### config.mk
export PLATFORM = sky130hd
export DESIGN_NAME = battery_low_voltage_monitor_top
export DESIGN_NICKNAME = d
export VERILOG_FILES = /design/src/design/blvm_pkg.sv /design/src/design/battery_low_voltage_monitor_top.sv
export SDC_FILE = /design/constraint.sdc
export NUM_CORES = 2
export LEC_CHECK = 0
export ABC_AREA = 1
export BUFFER_PORTS_ARGS = -buffer_cell sky130_fd_sc_hd__buf_2
export CAP_MARGIN = 20
export CELL_PAD_IN_SITES_DETAIL_PLACEMENT = 1
export CELL_PAD_IN_SITES_GLOBAL_PLACEMENT = 2
export CORE_MARGIN = 2
export CORE_UTILIZATION = 30
export CTS_BUF_LIST = sky130_fd_sc_hd__clkbuf_2
export CTS_CLUSTER_DIAMETER = 100
export DETAILED_ROUTE_END_ITERATION = 8
export GPL_TIMING_DRIVEN = 0
export MAX_ROUTING_LAYER = met4
export PLACE_DENSITY = 0.75
export SKIP_CTS_REPAIR_TIMING = 1
export SYNTH_ARGS = -nofsm -noshare
export SYNTH_HDL_FRONTEND = slang
export SYNTH_SLANG_ARGS = --single-unit
export TNS_END_PERCENT = 10
### constraint.sdc
create_clock -name clk -period 7.5 [get_ports clk]
set_input_delay 0.375 -clock clk [delete_from_list [all_inputs] [get_ports clk]]
set_output_delay 0.375 -clock clk [all_outputs]
set_load 0.03 [all_outputs]
### src/design/blvm_pkg.sv
// ----------------------------------------------------------------------------
// blvm_pkg: battery low voltage monitor shared types and constants
// Transaction structs, register indexes and fixed constants of the monitor.
// ----------------------------------------------------------------------------
package blvm_pkg;

  localparam int ADC_W  = 10;
  localparam int MV_W   = 16;
  localparam int TIME_W = 32;
  localparam int CFG_W  = 32;
  localparam int CIDX_W = 3;

  // two-cell pack detection level on the first sample
  localparam logic [MV_W-1:0] TWO_CELL_MV = 16'd5500;

  // register reset values
  localparam logic [15:0] GAIN_RST     = 16'd2560;
  localparam logic [15:0] LOW_ONE_RST  = 16'd3300;
  localparam logic [15:0] HIGH_ONE_RST = 16'd3500;
  localparam logic [15:0] LOW_TWO_RST  = 16'd6600;
  localparam logic [15:0] HIGH_TWO_RST = 16'd7000;
  localparam logic [15:0] LED_RST      = 16'd75;
  localparam logic [31:0] SHUT_RST     = 32'd30000;

  typedef enum logic [CIDX_W-1:0] {
    CFG_SENSE_GAIN = 3'd0,
    CFG_LOW_ONE    = 3'd1,
    CFG_HIGH_ONE   = 3'd2,
    CFG_LOW_TWO    = 3'd3,
    CFG_HIGH_TWO   = 3'd4,
    CFG_LED_PERIOD = 3'd5,
    CFG_SHUTDOWN   = 3'd6
  } cfg_reg_t;

  typedef enum logic [1:0] {
    CELLS_UNKNOWN = 2'd0,
    CELLS_ONE     = 2'd1,
    CELLS_TWO     = 2'd2
  } cell_t;

  typedef struct packed {
    logic [ADC_W-1:0]  sample_adc;
    logic [TIME_W-1:0] now_ms;
  } sample_t;

  typedef struct packed {
    logic            undervolt;
    logic [MV_W-1:0] average_mv;
    logic            led_level;
    logic            power_down;
  } status_t;

endpackage

### src/design/battery_low_voltage_monitor_top.sv
// ----------------------------------------------------------------------------
// battery_low_voltage_monitor_top: battery undervoltage detector
// Scales converter samples to millivolts, keeps a running ring average and
// flags a low battery with hysteresis; drives a warning LED and latches
// power-down after a long enough time without good power.
// ----------------------------------------------------------------------------
//
//  channel  | signals                                 | direction
//  ---------+-----------------------------------------+----------
//  sample   | sample_valid, sample_stall, sample      | in
//  status   | status_valid, status_stall, status      | out
//  config   | cfg_write, cfg_index, cfg_data          | in
//
//  One transaction per clock unless status stalls; one status per sample.
//  From acceptance a sample passes the input register, scale multiplier,
//  state update and average reciprocal multiplier into the output register.
//  The state update stage carries all feedback, so one stage sets the rate.
//  Reset is synchronous and returns registers and monitor state to defaults.
//  A stall on status backs up stage by stage; bubbles are squeezed out first.
//
module battery_low_voltage_monitor_top #(
  parameter int SAMPLES = 8
) (
  input  logic                          clk,
  input  logic                          rst,
  input  logic                          sample_valid,
  output logic                          sample_stall,
  input  blvm_pkg::sample_t             sample,
  output logic                          status_valid,
  input  logic                          status_stall,
  output blvm_pkg::status_t             status,
  input  logic                          cfg_write,
  input  logic [blvm_pkg::CIDX_W-1:0]   cfg_index,
  input  logic [blvm_pkg::CFG_W-1:0]    cfg_data
);
  import blvm_pkg::*;

  localparam int SLOT_W = $clog2(SAMPLES);
  localparam int SUM_W  = MV_W + $clog2(SAMPLES);
  localparam int THR_W  = SUM_W + 1;
  localparam int RSHIFT = SUM_W + $clog2(SAMPLES);
  localparam int PROD_W = 2 * SUM_W + 1;
  localparam logic [63:0] RECIP_FULL =
    ((64'd1 << RSHIFT) + 64'(SAMPLES) - 64'd1) / 64'(SAMPLES);
  localparam logic [SUM_W:0] RECIP = RECIP_FULL[SUM_W:0];
  localparam logic [SLOT_W-1:0] LAST_SLOT = SLOT_W'(SAMPLES - 1);

  // --------------------------------------------------------------------------
  // Configuration registers
  // --------------------------------------------------------------------------
  logic [15:0] sense_gain_q8;
  logic [15:0] low_mv_one_cell;
  logic [15:0] high_mv_one_cell;
  logic [15:0] low_mv_two_cell;
  logic [15:0] high_mv_two_cell;
  logic [15:0] led_period_ms;
  logic [31:0] shutdown_ms;

  always_ff @(posedge clk) begin
    if (rst) begin
      sense_gain_q8    <= GAIN_RST;
      low_mv_one_cell  <= LOW_ONE_RST;
      high_mv_one_cell <= HIGH_ONE_RST;
      low_mv_two_cell  <= LOW_TWO_RST;
      high_mv_two_cell <= HIGH_TWO_RST;
      led_period_ms    <= LED_RST;
      shutdown_ms      <= SHUT_RST;
    end else if (cfg_write) begin
      case (cfg_index)
        CFG_SENSE_GAIN: sense_gain_q8    <= cfg_data[15:0];
        CFG_LOW_ONE:    low_mv_one_cell  <= cfg_data[15:0];
        CFG_HIGH_ONE:   high_mv_one_cell <= cfg_data[15:0];
        CFG_LOW_TWO:    low_mv_two_cell  <= cfg_data[15:0];
        CFG_HIGH_TWO:   high_mv_two_cell <= cfg_data[15:0];
        CFG_LED_PERIOD: led_period_ms    <= cfg_data[15:0];
        CFG_SHUTDOWN:   shutdown_ms      <= cfg_data;
        default: ;  // unused index: drop the write
      endcase
    end
  end

  // Compare sums instead of averages: floor(sum/N) > t  <=>  sum >= (t+1)*N.
  // Refresh each cycle; users, not the block, keep register changes to idle.
  logic [THR_W-1:0] thr_lo_one, thr_hi_one, thr_lo_two, thr_hi_two;

  always_ff @(posedge clk) begin
    thr_lo_one <= (THR_W'(low_mv_one_cell) + THR_W'(1)) * THR_W'(SAMPLES);
    thr_hi_one <= (THR_W'(high_mv_one_cell) + THR_W'(1)) * THR_W'(SAMPLES);
    thr_lo_two <= (THR_W'(low_mv_two_cell) + THR_W'(1)) * THR_W'(SAMPLES);
    thr_hi_two <= (THR_W'(high_mv_two_cell) + THR_W'(1)) * THR_W'(SAMPLES);
  end

  // --------------------------------------------------------------------------
  // Pipeline handshake: each stage takes new data when it is empty or when
  // the stage after it moves.
  // --------------------------------------------------------------------------
  logic a_v, b_v, c_v;
  logic o_rdy, c_rdy, b_rdy, a_rdy;
  logic b_fire;

  assign o_rdy        = !status_valid || !status_stall;
  assign c_rdy        = !c_v || o_rdy;
  assign b_rdy        = !b_v || c_rdy;
  assign a_rdy        = !a_v || b_rdy;
  assign sample_stall = !a_rdy;
  assign b_fire       = b_v && c_rdy;

  // --------------------------------------------------------------------------
  // Stage A: input register
  // --------------------------------------------------------------------------
  logic [ADC_W-1:0]  a_adc;
  logic [TIME_W-1:0] a_now;

  always_ff @(posedge clk) begin
    if (rst) begin
      a_v <= 1'b0;
    end else if (a_rdy) begin
      a_v <= sample_valid;
    end
  end

  always_ff @(posedge clk) begin
    if (a_rdy) begin
      a_adc <= sample.sample_adc;
      a_now <= sample.now_ms;
    end
  end

  // --------------------------------------------------------------------------
  // Stage B input: scale to millivolts, floor, saturate at full scale
  // --------------------------------------------------------------------------
  logic [ADC_W+15:0] scale_prod;
  logic [MV_W-1:0]   scale_mv;
  logic [MV_W-1:0]   b_mv;
  logic [TIME_W-1:0] b_now;

  assign scale_prod = (ADC_W+16)'(a_adc) * (ADC_W+16)'(sense_gain_q8);
  assign scale_mv   = (|scale_prod[ADC_W+15:MV_W+8]) ? {MV_W{1'b1}}
                                                     : scale_prod[MV_W+7:8];

  always_ff @(posedge clk) begin
    if (rst) begin
      b_v <= 1'b0;
    end else if (b_rdy) begin
      b_v <= a_v;
    end
  end

  always_ff @(posedge clk) begin
    if (b_rdy) begin
      b_mv  <= scale_mv;
      b_now <= a_now;
    end
  end

  // --------------------------------------------------------------------------
  // Stage B: monitor state
  // --------------------------------------------------------------------------
  logic [MV_W-1:0]   ring [SAMPLES];
  logic [MV_W-1:0]   ring_q;        // prefetched old value of write_slot
  logic              filled;        // ring has wrapped at least once
  logic [SUM_W-1:0]  running_sum;
  logic [SLOT_W-1:0] write_slot;
  logic              low_flag;
  cell_t             cell_count;
  logic [TIME_W-1:0] last_power_time;
  logic [TIME_W-1:0] last_led_time;
  logic              led_state;
  logic [SUM_W-1:0]  sum_hold;      // sum behind the held average
  logic              halted;

  logic              filled_next;
  logic [SUM_W-1:0]  running_sum_next;
  logic [SLOT_W-1:0] write_slot_next;
  logic              low_flag_next;
  cell_t             cell_count_next;
  logic [TIME_W-1:0] last_power_time_next;
  logic [TIME_W-1:0] last_led_time_next;
  logic              led_state_next;
  logic [SUM_W-1:0]  sum_hold_next;
  logic              halted_next;

  logic              first;
  cell_t             cell_eff;
  logic [MV_W-1:0]   old_mv;
  logic              wrapped;
  logic [TIME_W-1:0] power_ref;
  logic [THR_W-1:0]  thr_lo, thr_hi;
  logic              above_lo, above_hi;
  logic              led_due, power_lost;

  logic              c_low, c_low_next;
  logic              c_led, c_led_next;
  logic              c_pd,  c_pd_next;
  logic [SUM_W-1:0]  c_sum;

  assign first     = (cell_count == CELLS_UNKNOWN);
  assign cell_eff  = !first ? cell_count
                   : (b_mv >= TWO_CELL_MV) ? CELLS_TWO : CELLS_ONE;
  assign old_mv    = filled ? ring_q : '0;
  assign wrapped   = (write_slot == LAST_SLOT);
  assign power_ref = first ? b_now : last_power_time;
  assign thr_lo    = (cell_eff == CELLS_TWO) ? thr_lo_two : thr_lo_one;
  assign thr_hi    = (cell_eff == CELLS_TWO) ? thr_hi_two : thr_hi_one;

  assign running_sum_next = running_sum - SUM_W'(old_mv) + SUM_W'(b_mv);
  assign above_lo   = {1'b0, running_sum_next} >= thr_lo;
  assign above_hi   = {1'b0, running_sum_next} >= thr_hi;
  assign led_due    = (b_now - last_led_time) > {16'd0, led_period_ms};
  assign power_lost = (b_now - power_ref) > shutdown_ms;

  always_comb begin
    filled_next          = filled | wrapped;
    write_slot_next      = wrapped ? '0 : write_slot + SLOT_W'(1);
    cell_count_next      = cell_eff;
    last_power_time_next = power_ref;
    low_flag_next        = low_flag;
    last_led_time_next   = last_led_time;
    led_state_next       = led_state;
    sum_hold_next        = sum_hold;
    halted_next          = halted;
    c_low_next           = 1'b0;
    c_led_next           = led_state;
    c_pd_next            = 1'b0;

    if (halted) begin
      // report the latched shutdown, change nothing
      c_low_next = 1'b1;
      c_led_next = 1'b0;
      c_pd_next  = 1'b1;
    end else if (low_flag || wrapped) begin
      sum_hold_next = running_sum_next;
      if (above_lo && !low_flag) begin
        last_power_time_next = b_now;
      end else if (above_hi) begin
        last_power_time_next = b_now;
        low_flag_next        = 1'b0;
      end else begin
        low_flag_next = 1'b1;
        if (led_due) begin
          led_state_next     = !led_state;
          last_led_time_next = b_now;
        end
        c_low_next = 1'b1;
        c_led_next = led_state_next;
        if (power_lost) begin
          halted_next = 1'b1;
          c_led_next  = 1'b0;
          c_pd_next   = 1'b1;
        end
      end
    end
  end

  // Write the new sample and prefetch the next slot's old value together.
  always_ff @(posedge clk) begin
    if (b_fire && !halted) begin
      ring[write_slot] <= b_mv;
      ring_q           <= ring[write_slot_next];
    end
  end

  always_ff @(posedge clk) begin
    if (rst) begin
      filled          <= 1'b0;
      running_sum     <= '0;
      write_slot      <= '0;
      low_flag        <= 1'b0;
      cell_count      <= CELLS_UNKNOWN;
      last_power_time <= '0;
      last_led_time   <= '0;
      led_state       <= 1'b0;
      sum_hold        <= '0;
      halted          <= 1'b0;
    end else if (b_fire && !halted) begin
      filled          <= filled_next;
      running_sum     <= running_sum_next;
      write_slot      <= write_slot_next;
      low_flag        <= low_flag_next;
      cell_count      <= cell_count_next;
      last_power_time <= last_power_time_next;
      last_led_time   <= last_led_time_next;
      led_state       <= led_state_next;
      sum_hold        <= sum_hold_next;
      halted          <= halted_next;
    end
  end

  // --------------------------------------------------------------------------
  // Stage C: result register
  // --------------------------------------------------------------------------
  always_ff @(posedge clk) begin
    if (rst) begin
      c_v <= 1'b0;
    end else if (c_rdy) begin
      c_v <= b_v;
    end
  end

  always_ff @(posedge clk) begin
    if (c_rdy) begin
      c_low <= c_low_next;
      c_led <= c_led_next;
      c_pd  <= c_pd_next;
      c_sum <= sum_hold_next;
    end
  end

  // --------------------------------------------------------------------------
  // Output: divide the held sum by SAMPLES with a reciprocal multiply
  // --------------------------------------------------------------------------
  logic [PROD_W-1:0] avg_prod;

  assign avg_prod = PROD_W'(c_sum) * PROD_W'(RECIP);

  always_ff @(posedge clk) begin
    if (rst) begin
      status_valid <= 1'b0;
    end else if (o_rdy) begin
      status_valid <= c_v;
    end
  end

  always_ff @(posedge clk) begin
    if (o_rdy) begin
      status.undervolt  <= c_low;
      status.average_mv <= avg_prod[RSHIFT +: MV_W];
      status.led_level  <= c_led;
      status.power_down <= c_pd;
    end
  end

  // --------------------------------------------------------------------------
  // Assertions
  // --------------------------------------------------------------------------
  a_halt_sticky : assert property (@(posedge clk) disable iff (rst)
    halted |=> halted)
    else $error("halted dropped without reset");

  a_pd_halted : assert property (@(posedge clk) disable iff (rst)
    (c_v && c_pd) |-> halted)
    else $error("power-down result without latched halt");

  a_slot_range : assert property (@(posedge clk) disable iff (rst)
    write_slot <= LAST_SLOT)
    else $error("write slot beyond ring");

  a_fresh_ring : assert property (@(posedge clk) disable iff (rst)
    (cell_count == CELLS_UNKNOWN) |-> (write_slot == '0 && !filled && !low_flag))
    else $error("ring advanced before cell detection");

endmodule

## After elaboration in Yosys (flattened, before gate mapping)

Memory sizes are Yosys's and may differ from the RTL's. A register that Yosys moved wholly into a read port is not among the register bits.
Cells that the tools add are included.

- Register bits after elaboration: 442
- Bits in writable memories: 128
- Output and inout bits: 21
- Logic and storage cells: 123
- Memories kept: 1

- $add $sub $neg: 9
- Multiply operators: 1
- Order comparisons: 5
- Equal/unequal tests: 8
- Mux-type cells: 28
- Bitwise gates (word level): 4
- Reductions and logical operators: 30

Memory list:

| memory | depth | width | read ports | clocked after memory_dff | write ports | RTL line | RTL |
|---|---|---|---|---|---|---|---|
| ring | 8 | 16 | 1 | 1 | 1 | battery_low_voltage_monitor_top.sv:159 | `logic [MV_W-1:0] ring [SAMPLES];` |

Operators with widths:

| cell | count |
|---|---|
| $mux W32 | 5 |
| $add A16 B1 Y17 const B | 4 |
| $sub A32 B32 Y32 | 2 |
| $ge A19 B20 Y1 | 2 |
| $mux W20 | 2 |
| $mux W19 | 2 |
| $gt A32 B16 Y1 | 1 |
| $gt A32 B32 Y1 | 1 |
| $mul A10 B16 Y26 | 1 |
| $add A19 B16 Y19 | 1 |
| $sub A19 B16 Y19 | 1 |
| $ge A16 B13 Y1 const B | 1 |
| $mux W16 | 1 |
| $mux W1 | 15 |
| $reduce_and A2 Y1 | 7 |
| $eq A3 B3 Y1 const B | 4 |
| $logic_not A1 Y1 | 9 |
| $eq A3 B2 Y1 const B | 2 |
| $reduce_and A6 Y1 | 1 |
| $logic_or A1 B1 Y1 | 5 |
| $reduce_and A5 Y1 | 1 |
| $mux W2 | 2 |
| $reduce_and A4 Y1 | 1 |
| $add A3 B1 Y3 const B | 1 |
| other kinds (9) | 13 |

## Logic depth before layout (Yosys ltp)

- Word-level depth: 10
- Gate-level depth with buffers: 39

## Worst setup path before layout

Ideal clock, no wire load.

- Path kind: register -> register
- Start point: register a_adc[3]
- End point: register b_mv[7] (data pin)
- Data arrival time: 5.188 ns
- Slack: 2.055 ns
- Stages on the path, launching flop included: 25
- Path buffers: 3
- Cell sequence: edfxtp_1 clkbuf_1 clkbuf_1 nand2_1 fa_1 inv_1 fa_1 inv_1 fa_1 inv_1 fa_1 inv_1 fa_1 inv_1 ha_1 a21oi_1 o21ai_0 a21oi_1 nand2_1 nand2_1 o211ai_1 xor2_1 nor2_2 buf_2 nand2_1

- Word-level cells in the longest chain between the ends: 2

Ends and longest elaborated chain:

| element | RTL line | RTL |
|---|---|---|
| start: declaration | battery_low_voltage_monitor_top.sv:111 | `logic [ADC_W-1:0] a_adc;` |
| start signal: assignment | battery_low_voltage_monitor_top.sv:124 | `a_adc <= sample.sample_adc;` |
| $mul A10 B16 Y26 * | battery_low_voltage_monitor_top.sv:137 | `assign scale_prod = (ADC_W+16)'(a_adc) * (ADC_W+16)'(sense_gain_q8);` |
| $reduce_or A2 Y1 | battery_low_voltage_monitor_top.sv:138 | `assign scale_mv = (\|scale_prod[ADC_W+15:MV_W+8]) ? {MV_W{1'b1}}` |
| end signal: assignment | battery_low_voltage_monitor_top.sv:151 | `b_mv <= scale_mv;` |
| end: declaration | battery_low_voltage_monitor_top.sv:134 | `logic [MV_W-1:0] b_mv;` |

Mark *: on every way between the ends. The rest lies on a longest branch, timed or not.
A chain may end at the register's enable or synchronous reset.

## Final worst setup path

- Start point: register a_adc[3]
- End point: register b_mv[5] (data pin)

The elaborated chain is that of the path after synthesis.

==> results.txt <==
- Source of the worst register-to-register timing path: a_adc[3]$_DFFE_PN_
* Routability Congestion: 0.8671
- Clock-pin slew was measured on the worst setup and hold paths at 0.11 ns.
- For this run the aggregate overflow at the end of global routing stands at 0.
* Die height: 344.1 um
- The clock period could shrink to 6.579 ns.
* Unrepaired setup endpoints after global routing: false
- Together, buffers and inverters on the worst path number 8.
* Delay of the slowest critical-path stage: 0.58 ns
- Prevailing post-synth register cell: sky130_fd_sc_hd__dfxtp_1
- First-pass GRT wire length: 178400 um
- Power per unit of standard cell area: 263.2 nW/um2
- The startpoint identified for the worst hold timing path is cfg_index[1].
- Setup TNS Final: 0 ns
- Min-Delay Path Class: input port to register
- Critical-path top delay cell: sky130_fd_sc_hd__fa_1
* Leakage component of the power: 19.00 nW
- Measured slew at the worst slew-check pin: 1.159 ns
- Core region area: about 110000 um2
- In the routed design, unresolved DRC markers number 0.
- On the critical path the largest part of the delay comes from adder cells.
- Once layout is complete, the utilization of the core stands at 0.3551.
* Final hold violations: 0
- Setup slack of the worst register-to-register path: 0.92 ns
* Type of element launching the critical path: register
- The cell area that synthesis handed to floorplanning was 34700 um2.
* Flip-flop and latch count after synthesis: between 500 and 600
- Across the routed clock network, the largest skew measured is around 0.098 ns.
- In the finished design, the share of the clock period the worst path needs comes to 0.8772.
- For this run, the register share of the synthesized area comes to 0.4131.
* Wire length per cell: 19.03 um
- Pre-CTS setup slack: between 0.9 and 1 ns
* Kind of critical path: register to register
- Counting every sink on the clock net gives 580.
- Initial cell density of the core: 0.3031
- Detailed Route Iter0 Violations: 1833
- For this block, the via count after detailed routing is 30090.
- Max-cap violations: 0
- Data on the critical path is required at its endpoint by 8.64 ns.
- Number of library cell types mapped by synthesis: 52
- Worst setup path startpoint: a_adc[3]$_DFFE_PN_
- After routing the design area is 40660 um2.
- The area growth from synthesis to layout is 17.16%.
* Number of buffers inserted during clock tree synthesis: approximately 160
* Global router's overall resource usage: 0.2047
- Critical-path maximum fanout: 10
* Finish-stage setup viols: 0
* Cell depth of the worst min-delay path: 6
- Largest net degree at the start of global routing: 29
- The via count of the first global-routing pass is 30250.
- Routed wire length: 120600 um
- In the routed layout, each cell is associated on average with a via count of around 4.7.
- After the last flow step, the layout net total stands at between 5000 and 6000.
- Antenna violations before repair: 7
* Most common library cell in the layout ignoring fill and taps: sky130_fd_sc_hd__nand2_1
- Worst reg2reg path depth: 22
* Placed wire-length estimate: 91120 um
- In this run the core area contains 124 standard-cell rows.
- Number of warnings printed during yosys synthesis: 0
- At the worst endpoint, the arrival time is 7.72 ns.
- Number of buffer cells added on primary ports: 102
* Post-Synthesis Cells: 4229
- Number of flops mapped to enable cells by yosys: 272
- Worst ir drop on vdd: around 150 uV
- Worst slew margin relative to its limit: 0.2272
- Pins Over Slew Limit: 0
* Top-level I/O count: 103
* Worst setup margin: 0.9212 ns
* Status: finished clean
* TritonCTS clock tree: built
- The clock tree synthesis step divided the H-tree into 4 levels.
* Ys async rst share: 0
* Hold-critical path endpoint: led_period_ms[6]$_SDFFE_PP1P_
- Worst r2r dst: b_mv[5]$_SDFFCE_PP1P_
* Mean cell area of the mapped netlist: 8.205 um2
* Fraction of layout cells with a size suffix above 1: 0.09551
- For this run, the top clock speed supported by timing is ~150 MHz.
- In the layout the commonest cells are sky130_fd_sc_hd__nand2_1, sky130_fd_sc_hd__inv_1, sky130_fd_sc_hd__nor2_1.
- Root buffer selected by CTS: sky130_fd_sc_hd__clkbuf_2
* Die Outline Area: roughly 120000 um2
- The placed instances occupy a cell area of 37230 um2.
* Die X: 344.1 um
* Detailed-routing iteration count for the pre-antenna-repair pass: 5
- The worst setup path is captured at a register.
- The clock passes through at most 3 buffers.
- Sequence of cells on the critical path: clkbuf_1 -> clkbuf_1 -> nand2_1 -> fa_1 -> inv_1 -> fa_1 -> inv_1 -> fa_1 -> inv_1 -> fa_1 -> inv_1 -> fa_1 -> inv_1 -> ha_1 -> nand2_1 -> nor4_1 -> nand3_1 -> nand4_1 -> xnor2_1 -> nor2_2 -> buf_2 -> nand2_1
- Post-synth net total: 4658
- The count of nets left with antenna violations once routing finished came out at 0.
- The later pin in the worst-skew pair is clocked with a latency of 1.49 ns.
==> per-stage QoR <==
stage | total power, mW | cells | hold WS [ns]
4_1_cts | 10.70 | 6142 | -1.101
3_3_place_gp | 8.103 | 5843 | 0.4026
2_1_floorplan | 6.680 | 4229 | 0.3882
6_report | 10.70 | 6338 | 0.05916
3_5_place_dp | 8.182 | 5852 | 0.4063
5_1_grt | 11.59 | 6337 | -0.007473
==> registers in the layout, summed over array words and instances (netlist names), 19 cells and up <==
register and cells:
a_now 32, b_now 32, last_led_time 32, last_power_time 32, ring 128, running_sum 19, shutdown_ms 32, status 19
==> Yosys cell counts (96+ instances only) <==
cell type	number	area share
sky130_fd_sc_hd__nand2_1	832	0.090
sky130_fd_sc_hd__inv_1	688	0.074
sky130_fd_sc_hd__nor2_1	407	0.044
sky130_fd_sc_hd__dfxtp_1	308	0.18
sky130_fd_sc_hd__o21ai_0	292	0.042
sky130_fd_sc_hd__a21oi_1	282	0.041
sky130_fd_sc_hd__edfxtp_1	272	0.24
sky130_fd_sc_hd__nand3_1	227	0.033
sky130_fd_sc_hd__ha_1	221	0.080
sky130_fd_sc_hd__clkbuf_1	127	0.014
sky130_fd_sc_hd__fa_1	126	0.073
sky130_fd_sc_hd__xor2_1	96	0.024
==> where the power goes <==
group / leakage [nW] / switching, mW / internal, mW
sequential: 5.22 / 0.203 / 3.56
clock: 1.14 / 1.52 / 0.964
combinational: 12.6 / 2.96 / 1.49
total: 19.0 / 4.68 / 6.02
==> per-layer routing <==
| layer | track usage | routed length [um] | vias up |
|---|---|---|---|
| li1 | - | - | 14710 |
| met1 | 0.2946 | 61460 | 14630 |
| met2 | 0.2930 | 51070 | 599 |
| met3 | 0.03792 | 5720 | 147 |
| met4 | 0.05263 | 2373 | 0 |
| met5 | - | 0 | - |
==> cell families after synthesis <==
| group | share of synthesized area |
|---|---|
| AOI/OAI and AO/OA | 0.1145 |
| DFF | 0.4131 |
| adders and majority gates | 0.1524 |
| buffers and inverters | 0.09364 |
| muxes | 0.008654 |
| and+or+nand+nor | 0.1867 |
| xor gates and xnor gates | 0.03105 |
==> worst min-delay path: cells and delay by family <==
kind	cells	cell delay [ns]
AO/OA/AOI/OAI	1	0.19
buffers and inverters	3	0.71
AND/OR/NAND/NOR	2	0.19
==> area by class of cell <==
type,instances,area [um2]
fillers,13930,73840
multi-input cells,2801,17130
flip-flops and latches,580,14330
inverters,694,2605
repair buffers,297,2487
well taps,1512,1892
clock buffers,231,1156
plain buffers,154,644.4
clock inverters,59,382.9
diodes,10,25.02
==> how the worst max path moves through the flow <==
stage / to / slack, ns / cells past startpoint
after CTS: b_mv[5]$_SDFFCE_PP1P_ / 0.92 / 22
after floorplan: b_mv[7]$_SDFFCE_PP1P_ / 2.06 / 24
after global routing: last_led_time[0]$_SDFFE_PP0P_ / 0.29 / 35
final: b_mv[5]$_SDFFCE_PP1P_ / 0.92 / 22
after global placement: a_adc[0]$_DFFE_PN_ / 0.94 / 8
after detailed placement: b_mv[5]$_SDFFCE_PP1P_ / 0.96 / 22
Note: power is estimated with default switching activity, not from simulation.
